### config.mk
export PLATFORM = sky130hd
export DESIGN_NAME = btx_queue
export DESIGN_NICKNAME = d
export VERILOG_FILES = /design/src/rtl/btx_pkg.sv /design/src/rtl/btx_queue.sv
export SDC_FILE = /design/constraint.sdc
export NUM_CORES = 1
export LEC_CHECK = 0
export ABC_AREA = 0
export BUFFER_PORTS_ARGS = -buffer_cell sky130_fd_sc_hd__buf_2
export CAP_MARGIN = 0
export CORE_ASPECT_RATIO = 1.5
export CORE_UTILIZATION = 30
export CTS_BUF_LIST = sky130_fd_sc_hd__clkbuf_4 sky130_fd_sc_hd__clkbuf_8 sky130_fd_sc_hd__clkbuf_16
export DETAILED_ROUTE_END_ITERATION = 10
export GPL_TIMING_DRIVEN = 0
export PLACE_DENSITY = 0.56
export SLEW_MARGIN = 20
export SYNTH_ARGS = -nofsm -noshare
export SYNTH_HDL_FRONTEND = slang
export SYNTH_SLANG_ARGS = --single-unit
### constraint.sdc
create_clock -name clk -period 10.21 [get_ports clk]
set_clock_uncertainty 0.05 [all_clocks]
set_input_delay 0.5105 -clock clk [delete_from_list [all_inputs] [get_ports clk]]
set_output_delay 0.5105 -clock clk [all_outputs]
set_load 0.05 [all_outputs]
### src/rtl/btx_pkg.sv
`timescale 1ns / 1ps
// ----------------------------------------------------------------------------
// btx_pkg: shared types, constants and arithmetic helpers
// Types, command codes, default sizes and the packed blend used by the
// bilinear texture sampler.
// ----------------------------------------------------------------------------
package btx_pkg;

	localparam int TEX_AW_DEF  = 16;    // texture memory address bits (65536 words)
	localparam int MAX_DIM_DEF = 4096;  // largest width or height in texels

	localparam int MAG_W      = 24;     // bits of a texel index magnitude
	localparam int MOD_STEP   = 4;      // remainder steps done per stage
	localparam int MOD_STAGES = (MAG_W + MOD_STEP - 1) / MOD_STEP;

	localparam int CFG_IDX_W  = 3;
	localparam int CFG_DATA_W = 24;

	localparam logic [CFG_IDX_W-1:0] REG_TEX_WIDTH  = 3'd0;
	localparam logic [CFG_IDX_W-1:0] REG_TEX_HEIGHT = 3'd1;
	localparam logic [CFG_IDX_W-1:0] REG_S_SCALE    = 3'd2;
	localparam logic [CFG_IDX_W-1:0] REG_T_SCALE    = 3'd3;
	localparam logic [CFG_IDX_W-1:0] REG_REPEAT_S   = 3'd4;
	localparam logic [CFG_IDX_W-1:0] REG_REPEAT_T   = 3'd5;

	localparam logic CMD_LOAD   = 1'b0;
	localparam logic CMD_SAMPLE = 1'b1;

	localparam logic [31:0] MASK_A = 32'h00ff00ff;
	localparam logic [31:0] MASK_B = 32'hff00ff00;

	typedef struct packed {
		logic [12:0] tex_width;
		logic [12:0] tex_height;
		logic [23:0] s_scale;
		logic [23:0] t_scale;
		logic        repeat_s;
		logic        repeat_t;
	} cfg_t;

	// One transaction as it leaves the front part.
	typedef struct packed {
		logic               cmd;
		logic signed [31:0] fix_s;
		logic signed [31:0] fix_t;
		logic [15:0]        texel_addr;
		logic [31:0]        texel_value;
	} item_t;

	// One transaction inside the back part.
	typedef struct packed {
		logic                   cmd;
		logic signed [MAG_W-1:0] idx_s;
		logic signed [MAG_W-1:0] idx_t;
		logic [7:0]             frac_s;
		logic [7:0]             frac_t;
		logic [15:0]            texel_addr;
		logic [31:0]            texel_value;
	} smp_t;

	// Scaled magnitude (product >> 16) saturated to signed 32 bits.
	function automatic logic signed [31:0] sat_fix(input logic neg, input logic [55:0] prod);
		logic [39:0] q;
		logic [31:0] m;
		begin
			q = prod[55:16];
			if (neg) begin
				m = (q > 40'h0080000000) ? 32'h80000000 : q[31:0];
				sat_fix = $signed(~m + 32'd1);
			end else begin
				m = (q > 40'h007fffffff) ? 32'h7fffffff : q[31:0];
				sat_fix = $signed(m);
			end
		end
	endfunction

	// Packed lerp of two channel pairs at once, 32-bit wrapping arithmetic.
	function automatic logic [31:0] blend(input logic [31:0] c1, input logic [31:0] c2,
			input logic [7:0] w);
		logic [31:0] a1, b1, a2, b2, wx, lo, hi;
		begin
			a1 = c1 & MASK_A;
			b1 = c1 & MASK_B;
			a2 = c2 & MASK_A;
			b2 = c2 & MASK_B;
			wx = {24'd0, w};
			lo = (((a1 << 8) + (a2 - a1) * wx) >> 8) & MASK_A;
			hi = (b1 + ((b2 >> 8) - (b1 >> 8)) * wx) & MASK_B;
			blend = lo | hi;
		end
	endfunction

endpackage

### src/rtl/btx_queue.sv
`timescale 1ns / 1ps
// ----------------------------------------------------------------------------
// btx_queue: four-entry queue between front and back
// Decouples the stall of the back part from the input side.
// ----------------------------------------------------------------------------
module btx_queue (
	input  logic            clk,
	input  logic            arst_n,
	input  logic            push,
	input  btx_pkg::item_t  push_item,
	output logic            full,
	input  logic            pop,
	output btx_pkg::item_t  pop_item,
	output logic            not_empty
);

	localparam int DEPTH = 4;

	btx_pkg::item_t store_q [DEPTH];
	logic [1:0]     wr_ptr_q, rd_ptr_q;
	logic [2:0]     count_q;

	assign full      = (count_q == 3'(DEPTH));
	assign not_empty = (count_q != 3'd0);
	assign pop_item  = store_q[rd_ptr_q];

	always_ff @(posedge clk or negedge arst_n) begin
		if (!arst_n) begin
			wr_ptr_q <= '0;
			rd_ptr_q <= '0;
			count_q  <= '0;
		end else begin
			if (push)
				wr_ptr_q <= wr_ptr_q + 2'd1;
			if (pop)
				rd_ptr_q <= rd_ptr_q + 2'd1;
			if (push && !pop)
				count_q <= count_q + 3'd1;
			else if (pop && !push)
				count_q <= count_q - 3'd1;
		end
	end

	always_ff @(posedge clk) begin
		if (push)
			store_q[wr_ptr_q] <= push_item;
	end

	a_no_overflow: assert property (@(posedge clk) disable iff (!arst_n)
		!(push && full && !pop)) else $error("queue written while full");
	a_no_underflow: assert property (@(posedge clk) disable iff (!arst_n)
		pop |-> not_empty) else $error("queue read while empty");
	a_count_range: assert property (@(posedge clk) disable iff (!arst_n)
		count_q <= 3'(DEPTH)) else $error("queue count out of range");
	a_fill_flag: assert property (@(posedge clk) disable iff (!arst_n)
		(push && !pop && count_q == 3'(DEPTH - 1)) |=> full)
		else $error("queue did not report full");

endmodule

==> impl_metrics.py <==
metrics = {
    "clock_tree": {
        "cts_buffer_depth": 3,
        "cts-buffers-inserted": 44,
        "cts_root_buf": "clkbuf_16",
        "cts_tree": "yes",
        "htree_num_levels": 2,
        "hold_buffers": 1,
        "clk_pin_slew_ns": 0.07,
        "cts.sinks": 459,
        "cts_resized": 0,
        "postCtsSetupBuffers": 0,
        "clkLatencyLatePin_ns": 0.56,
    },
    "cells_and_area": {
        "design_area_mm2": 0.0204,
        "drive_gt1_frac": 0.470,
        "layout_commonest_cell": "edfxtp_1",
        "final_cell_mix": "edfxtp_1 (452), buf_2 (245), mux4_2 (113)",
        "antenna_cells": 0,
        "final_core_util": 0.372,
        "final_net_count": 1035,
        "area_delta_synth_final_pct": 22.3,
    },
    "synthesis": {
        "syn_area_per_cell_um2": 26.7,
        "synth.distinct_cells": 19,
        "synthCells": 625,
        "yosys_register_bits": 459,
        "synth_edf_count": 452,
        "synth_area_leader_cell": "edfxtp_1",
        "synth_seq_area_share": 0.824,
        "ys_top_cells_by_area": "edfxtp_1 (81%), mux4_2 (15%), dfrtp_1 (1.1%)",
        "async_reset_ff_frac": 0.0153,
        "yosysTopAreaCellShare": 0.814,
        "syn_nets": 748,
        "ys.flop_type": "edfxtp_1",
        "synth_area_mm2": 0.0167,
        "synth_warnings": 0,
    },
    "min_path": {
        "hold_depth": 1,
        "hold_path.class": "in -> reg",
        "whs_endpoint": "store_q[0][24]",
        "worstHoldStart": "push_item[24]",
    },
    "critical_path": {
        "r2r-start": "wr_ptr_q[0]",
        "end_kind": "output port",
        "critPathRequiredTime_ns": 9.65,
        "ff2ff_path_depth": 5,
        "critPathKind": "reg -> out",
        "reg2reg_slack_ns": 7.94,
        "worstPathArrival_ns": 2.47,
        "r2r-end": "store_q[2][24]",
        "crit_fanout": 10,
        "start_kind": "flip-flop",
    },
    "floorplan": {
        "rows": 105,
        "die_x_um": 195,
        "fp.dieArea_mm2": 0.0566,
        "die_h_um": 291,
        "ioPinCount": 232,
        "start_util": 0.304,
        "core_region_area_mm2": 0.0548,
    },
    "grt": {
        "met2_usage": 0.228,
        "use_met3": 0.0362,
        "grt_overflow_total": 0,
        "grt_pass1_vias": 8322,
        "grt_max_degree": 42,
        "grt_use_met1": 0.136,
        "grt_most_used_layer": "met2",
        "grt_pass1_wl_um": 51500,
        "antenna_found_initial": 3,
        "grt.total_usage": 0.124,
    },
    "sta": {
        "maxSlewHeadroom": 0.426,
        "period_share": 0.296,
        "final.setup.tns_ns": 0,
        "timing.fmax_ghz": 0.330,
        "tightest_slew_ns": 0.861,
        "grt_setup_unrepaired": "false",
        "timing.final.max_slew_violations": 0,
        "finalSetupViolations": 0,
        "fin_crit_ns": 3.03,
        "final-hold-violation-count": 0,
        "fin_ws_ns": 7.18,
    },
    "detailed_routing": {
        "final_antenna_net_count": 0,
        "wirelength_um": 34600,
        "drt-pass1-iter-count": 4,
        "vias": 7445,
        "drc": 0,
        "drt_iter0_markers": 324,
        "avgViaCountPerCell": 4.54,
        "wl_per_cell_um": 21.1,
    },
    "power": {
        "power_density_mw_per_mm2": 334,
        "p_leak_nw": 6.90,
        "peakVddDrop_mv": 0.235,
    },
    "placed_design": {
        "globalplace.congestion": 0.649,
        "placed_area_mm2": 0.0190,
        "pre_cts_ws_ns": 7.65,
        "port_buffers": 231,
        "dp_hpwl_um": 21600,
    },
    "outcome": {
        "status": "finished clean",
    },
    "run": {
        "max_cap_viol_count": 0,
    },
}
[cell families (layout without fill, tap and decap cells)]
logic type / Yosys count / in the layout / share of synthesized area
buffers and inverters: 30 / 350 / 0.0112
XOR/XNOR: 6 / 6 / 0.00315
multiplexers: 114 / 114 / 0.153
AND/OR/NAND/NOR: 9 / 9 / 0.00300
flip-flops: 459 / 459 / 0.824
adder cells (fa/ha/maj): 6 / 6 / 0.00495
AO/OA/AOI/OAI: 1 / 1 / 0.000300
[power breakdown]
group / leakage [nW] / total [W] / internal [W] / switching [W]
combinational: 1.96 / 0.00267 / 0.000794 / 0.00187
sequential: 4.23 / 0.00253 / 0.00246 / 0.0000695
clock: 0.707 / 0.00162 / 0.000940 / 0.000682
[state kept, by name, summed over array words and instances, names as in the netlist]
register,cells
store_q,452
count_q,3
wr_ptr_q,2
rd_ptr_q,2
[routing by layer]
metal / part of all wire / vias up
li1: - / 3290
met1: 0.38 / 3907
met2: 0.54 / 184
met3: 0.058 / 60
met4: 0.025 / 4
met5: 0.00066 / -
[Yosys cell counts, types with 2 or more instances]
library cell  number
clkbuf_1           4
xor2_1             4
ha_1               5
edfxtp_1         452
inv_1              4
buf_2             14
xnor2_1            2
and2_1             4
dfrtp_1            7
buf_6              7
nand2_1            2
mux4_2           113
[per-stage QoR]
stage | hold WS [ns] | total power (W) | cells
after floorplan | 0.165 | 0.00461 | 625
after global placement | 0.307 | 0.00532 | 1551
after detailed placement | 0.308 | 0.00532 | 1560
after CTS | 0.0546 | 0.00696 | 1640
after global routing | 0.0553 | 0.00711 | 1640
final | 0.105 | 0.00682 | 1640
[worst max path at each step]
stage | slack (ns) | startpoint | cells past startpoint | end
finish | 7.18 | rd_ptr_q[1] | 5 | pop_item[37]
global route | 6.99 | rd_ptr_q[1] | 5 | pop_item[37]
floorplan | 6.46 | wr_ptr_q[0] | 3 | store_q[2][0]
detailed placement | 7.65 | rd_ptr_q[1] | 5 | pop_item[34]
global placement | 3.70 | push | 2 | store_q[0][65]
CTS | 7.03 | rd_ptr_q[1] | 5 | pop_item[38]
[worst max-delay path, stage by stage, from the launching register on]
cell and delay, ns:
dfrtp_1 0.31, buf_2 0.20, buf_2 0.38, buf_2 0.39, mux4_2 0.37, buf_2 0.23
[layout make-up]
cell class              instances  area (um^2)
multi-input cells             136         2760
plain buffers                  26          171
repair buffers                241         1410
inverters                       4         15.0
well taps                     695          870
flip-flops and latches        459        13700
clock inverters                30          272
fillers                      4986        34400
clock buffers                  49         1160
Note: power is estimated with default switching activity, not from simulation.
