[src/rtl/btx_pkg.sv]
`timescale 1ns / 1ps
// ----------------------------------------------------------------------------
// btx_pkg: shared types, constants and arithmetic helpers
// Types, command codes, default sizes and the packed blend used by the
// bilinear texture sampler.
// ----------------------------------------------------------------------------
package btx_pkg;

	localparam int TEX_AW_DEF  = 16;    // texture memory address bits (65536 words)
	localparam int MAX_DIM_DEF = 4096;  // largest width or height in texels

	localparam int MAG_W      = 24;     // bits of a texel index magnitude
	localparam int MOD_STEP   = 4;      // remainder steps done per stage
	localparam int MOD_STAGES = (MAG_W + MOD_STEP - 1) / MOD_STEP;

	localparam int CFG_IDX_W  = 3;
	localparam int CFG_DATA_W = 24;

	localparam logic [CFG_IDX_W-1:0] REG_TEX_WIDTH  = 3'd0;
	localparam logic [CFG_IDX_W-1:0] REG_TEX_HEIGHT = 3'd1;
	localparam logic [CFG_IDX_W-1:0] REG_S_SCALE    = 3'd2;
	localparam logic [CFG_IDX_W-1:0] REG_T_SCALE    = 3'd3;
	localparam logic [CFG_IDX_W-1:0] REG_REPEAT_S   = 3'd4;
	localparam logic [CFG_IDX_W-1:0] REG_REPEAT_T   = 3'd5;

	localparam logic CMD_LOAD   = 1'b0;
	localparam logic CMD_SAMPLE = 1'b1;

	localparam logic [31:0] MASK_A = 32'h00ff00ff;
	localparam logic [31:0] MASK_B = 32'hff00ff00;

	typedef struct packed {
		logic [12:0] tex_width;
		logic [12:0] tex_height;
		logic [23:0] s_scale;
		logic [23:0] t_scale;
		logic        repeat_s;
		logic        repeat_t;
	} cfg_t;

	// One transaction as it leaves the front part.
	typedef struct packed {
		logic               cmd;
		logic signed [31:0] fix_s;
		logic signed [31:0] fix_t;
		logic [15:0]        texel_addr;
		logic [31:0]        texel_value;
	} item_t;

	// One transaction inside the back part.
	typedef struct packed {
		logic                   cmd;
		logic signed [MAG_W-1:0] idx_s;
		logic signed [MAG_W-1:0] idx_t;
		logic [7:0]             frac_s;
		logic [7:0]             frac_t;
		logic [15:0]            texel_addr;
		logic [31:0]            texel_value;
	} smp_t;

	// Scaled magnitude (product >> 16) saturated to signed 32 bits.
	function automatic logic signed [31:0] sat_fix(input logic neg, input logic [55:0] prod);
		logic [39:0] q;
		logic [31:0] m;
		begin
			q = prod[55:16];
			if (neg) begin
				m = (q > 40'h0080000000) ? 32'h80000000 : q[31:0];
				sat_fix = $signed(~m + 32'd1);
			end else begin
				m = (q > 40'h007fffffff) ? 32'h7fffffff : q[31:0];
				sat_fix = $signed(m);
			end
		end
	endfunction

	// Packed lerp of two channel pairs at once, 32-bit wrapping arithmetic.
	function automatic logic [31:0] blend(input logic [31:0] c1, input logic [31:0] c2,
			input logic [7:0] w);
		logic [31:0] a1, b1, a2, b2, wx, lo, hi;
		begin
			a1 = c1 & MASK_A;
			b1 = c1 & MASK_B;
			a2 = c2 & MASK_A;
			b2 = c2 & MASK_B;
			wx = {24'd0, w};
			lo = (((a1 << 8) + (a2 - a1) * wx) >> 8) & MASK_A;
			hi = (b1 + ((b2 >> 8) - (b1 >> 8)) * wx) & MASK_B;
			blend = lo | hi;
		end
	endfunction

endpackage

[src/rtl/btx_front.sv]
`timescale 1ns / 1ps
// ----------------------------------------------------------------------------
// btx_front: input stage and coordinate scaling
// Accepts transactions, scales both coordinates into texel units with eight
// fractional bits and pushes the classified item into the queue.
// ----------------------------------------------------------------------------
module btx_front (
	input  logic                 clk,
	input  logic                 arst_n,
	input  logic                 in_valid,
	output logic                 in_stall,
	input  logic                 cmd,
	input  logic signed [31:0]   coord_s,
	input  logic signed [31:0]   coord_t,
	input  logic [15:0]          texel_addr,
	input  logic [31:0]          texel_value,
	input  btx_pkg::cfg_t        cfg,
	output logic                 push,
	output btx_pkg::item_t       push_item,
	input  logic                 full
);

	logic        fe;
	logic        v_s1, v_s2;
	logic        cmd_s1, cmd_s2;
	logic        neg_s_s1, neg_t_s1, neg_s_s2, neg_t_s2;
	logic [31:0] mag_s_s1, mag_t_s1;
	logic [55:0] prod_s_s2, prod_t_s2;
	logic [15:0] addr_s1, addr_s2;
	logic [31:0] val_s1, val_s2;

	// The whole front advances unless its last item cannot enter the queue.
	assign fe       = !(v_s2 && full);
	assign in_stall = !fe;
	assign push     = v_s2 && !full;

	always_ff @(posedge clk or negedge arst_n) begin
		if (!arst_n) begin
			v_s1 <= 1'b0;
			v_s2 <= 1'b0;
		end else if (fe) begin
			v_s1 <= in_valid;
			v_s2 <= v_s1;
		end
	end

	always_ff @(posedge clk) begin
		if (fe) begin
			cmd_s1   <= cmd;
			neg_s_s1 <= coord_s[31];
			neg_t_s1 <= coord_t[31];
			mag_s_s1 <= coord_s[31] ? (~coord_s + 32'd1) : coord_s;
			mag_t_s1 <= coord_t[31] ? (~coord_t + 32'd1) : coord_t;
			addr_s1  <= texel_addr;
			val_s1   <= texel_value;

			cmd_s2    <= cmd_s1;
			neg_s_s2  <= neg_s_s1;
			neg_t_s2  <= neg_t_s1;
			prod_s_s2 <= 56'(mag_s_s1) * 56'(cfg.s_scale);
			prod_t_s2 <= 56'(mag_t_s1) * 56'(cfg.t_scale);
			addr_s2   <= addr_s1;
			val_s2    <= val_s1;
		end
	end

	always_comb begin
		push_item.cmd         = cmd_s2;
		push_item.fix_s       = btx_pkg::sat_fix(neg_s_s2, prod_s_s2);
		push_item.fix_t       = btx_pkg::sat_fix(neg_t_s2, prod_t_s2);
		push_item.texel_addr  = addr_s2;
		push_item.texel_value = val_s2;
	end

endmodule

[config.mk]
export PLATFORM = sky130hd
export DESIGN_NAME = btx_front
export DESIGN_NICKNAME = d
export VERILOG_FILES = /design/src/rtl/btx_pkg.sv /design/src/rtl/btx_front.sv
export SDC_FILE = /design/constraint.sdc
export NUM_CORES = 2
export LEC_CHECK = 0
export BUFFER_PORTS_ARGS = -buffer_cell sky130_fd_sc_hd__buf_4
export CAP_MARGIN = 20
export CORE_ASPECT_RATIO = 1.4
export CORE_MARGIN = 2
export CORE_UTILIZATION = 58
export DETAILED_ROUTE_END_ITERATION = 8
export MAX_ROUTING_LAYER = met4
export PLACE_DENSITY = 0.78
export SYNTH_ARGS = -nofsm -noshare
export SYNTH_HDL_FRONTEND = slang
export SYNTH_SLANG_ARGS = --single-unit
[constraint.sdc]
create_clock -name clk -period 10.2 [get_ports clk]
set_input_delay 2.04 -clock clk [delete_from_list [all_inputs] [get_ports clk]]
set_output_delay 2.04 -clock clk [all_outputs]
set_load 0.01 [all_outputs]
==> summary.md <==
| Metric | Value |
|---|---|
| TritonCTS clock tree | built |
| CTS sink cnt | 248 |
| Crit path capture type | register |
| CTS H-tree lvls | 1 |
| Core Box Area | 102000 um2 |
| Global route overflow | 0 |
| Outcome | complete, no violations |
| PortBufs | 279 |
| Synth async-reset ratio | 0.806% |
| Gpl congestion | 0.965 |
| Initial DRC Count | 3141 |
| CP Launch Point | cfg[35] |
| Final routed DRC violation total | 0 |
| Tot GR Track Use | 34.5% |
| Primary FF master, synth | edfxtp_1 |
| FF/Latch Area | 7440 um2 |
| Synthesized flop and latch total | 248 |
| Fin crit share | 89.5% |
| Filler instances | 8467 |
| Routed WL | 169 mm |
| First-pass GRT wire length | 267 mm |
| Num CTS Buffers | 25 |
| Max Cap Viol | 0 |
| Most common cell after layout, fill and taps aside | inv_1 |
| Vias in the first global route | 49800 |
| Via density | 5.82 |
| DP Wirelength | 125 mm |
| Postcts setup bufs | 0 |
| Min-delay src | addr_s1[10]$_DFFE_PN_ |
| Syn nets | 8204 |
| Worst-margin pin slew | 1150 ps |
| Mean post-synth cell area | 9.39 um2 |
| Worst clock skew | 18.7 ps |
| Initial Utilization | 58.3% |
| Vias | 45200 |
| Final Max Slew Viols | 0 |
| Final hold vios | 0 |
| Fmax | 110 MHz |
| Setup TNS | 0 ps |
| Root Driver | clkbuf_16 |
| # IOs | 308 |
| Maximum fanout along the worst path | 32 |
| Post-route ant nets | 0 |
| Area occupied by multi-input gates | 45400 um2 |
| Warnings, synthesis | 0 |
| Tmin final | 9130 ps |
| RSZ-0062 raised after global routing | no |
| CP startpoint kind | primary input |
| Post-synthesis cell count | 6337 |
| Worst r2r src | mag_s_s1[7]$_DFFE_PN_ |
| Die X | 275 um |
| Row cnt | 139 |
| Die height | 383 um |
| Number of synthesized flops with an enable pin | 246 |
| Clock Latency Late Sink | 610 ps |
| Cts repair resizes | 0 |
| Max Root-Sink Buffers | 3 |
| Post-Syn Area | 59500 um2 |
| Final setup vio count | 0 |
| Critical path arrival | 9460 ps |
| # nets final | 8264 |
| Register area share after synthesis | 12.5% |
| First-pass DRT Iterations | 6 |
| Worst Hold Class | reg -> reg |
| Largest net degree at the start of global routing | 152 |
| Routed len/inst | 21.7 um |
| Initial antenna violation count | 9 |
| Proportion of layout cells with a drive suffix above 1 | 6.50% |
| WS Path Type | in -> reg |
| Most frequent cells in the layout | inv_1, fa_1, nand2_1, and2_1, ha_1 |
| Area growth, synth to finish | 6.78% |
| CTS Hold Buffers Added | 0 |
| Clock slew at reported path FFs | 60 ps |
| Required @ worst endpoint | 10530 ps |
| Worst slew margin | 22.6% |
| Die area | 105000 um2 |
| Yosys cell types | 72 |
## synthesized netlist by cell type (12+ instances only)
cell type,instances,area (um2)
a21oi_1,140,701
o211ai_1,12,90.1
o311ai_0,17,149
nand3_1,34,170
o31ai_1,21,158
edfxtp_1,246,7390
or2_2,12,75.1
inv_1,1468,5510
a31oi_1,21,131
xnor2_1,106,928
and3_1,19,119
o21bai_1,15,113
nand2b_1,13,81.3
nor4_1,16,100
fa_1,1314,26300
nand4_1,15,93.8
xor2_1,35,307
or3_1,29,181
a21o_1,57,428
and2_1,795,4970
nor3_1,37,185
nor2_1,86,323
o22a_1,13,114
a211oi_1,14,105
ha_1,360,4500
o21ai_0,111,556
clkbuf_1,313,1170
nand2_1,882,3310
## logic make-up after synthesis
kind of cell | synth area share [%]
buffers and inverters | 11.3
adder cells (fa/ha/maj) | 51.8
multiplexers | 0.0526
AND/OR/NAND/NOR | 16.8
XOR/XNOR | 2.08
AO/OA/AOI/OAI | 5.50
flip-flops | 12.5
## area by class of cell
cell class	instances	area share, %
multi-input cells	4307	71.4
clock inverters	16	0.357
flip-flops and latches	248	11.7
clock buffers	29	1.01
inverters	1468	8.68
diodes	6	0.0236
well taps	1339	2.64
repair buffers	347	4.15
## metal layers
metal | vias up | share of wire, % | GRT usage [%]
met4 | 0 | 11 | 28.7
met3 | 1077 | 8.6 | 6.99
met1 | 22700 | 30 | 33.8
li1 | 19000 | - | -
met2 | 2389 | 51 | 58.3
met5 | - | 0 | -
## metrics by stage
stage               setup slack (ps)  cells  hold slack, ps  instance area (um2)  utilization, %
CTS                             1010   7753             420                63500            62.2
floorplan                        274   6337             400                59500               -
global placement                 568   7708             401                62600            61.3
finish                          1070   7760             418                63500            62.2
detailed placement               387   7708             405                62600            61.3
global route                     814   7759             423                63500            62.2
## critical path, stage by stage
cell	delay [ps]
buf_4	450
nand2_1	160
fa_1	540
fa_1	540
inv_1	50
fa_1	480
fa_1	580
fa_1	440
fa_1	490
inv_1	60
fa_1	690
inv_1	90
ha_1	400
a21oi_1	120
o211ai_1	270
a21oi_1	110
o21ai_0	210
a32oi_1	210
a21oi_1	610
a211oi_1	210
o41ai_1	530
xor2_1	130
## final timing paths
path | endpoint | slack [ps] | depth (start not counted)
worst max-delay path | prod_s_s2[54]$_DFFE_PN_ | 1070 | 22
worst min-delay path | addr_s2[10]$_DFFE_PN_ | 420 | 0
worst max register to register | prod_s_s2[54]$_DFFE_PN_ | 1870 | 24
worst min register to register | addr_s2[10]$_DFFE_PN_ | 420 | 0
max in group asynchronous | v_s1$_DFFE_PN0N_ | 8920 | 1
min in group asynchronous | v_s2$_DFFE_PN0N_ | 1190 | 1
## registers in the layout, indices dropped and copies added, names as in the netlist, 16 cells and up
name and flops:
prod_t_s2 40, addr_s1 16, prod_s_s2 40, mag_t_s1 32, mag_s_s1 32, addr_s2 16, val_s1 32, val_s2 32
Power is left out: the tool's default activity adds up to more than one toggle a clock period on the data nets, which glitch-free logic cannot reach.
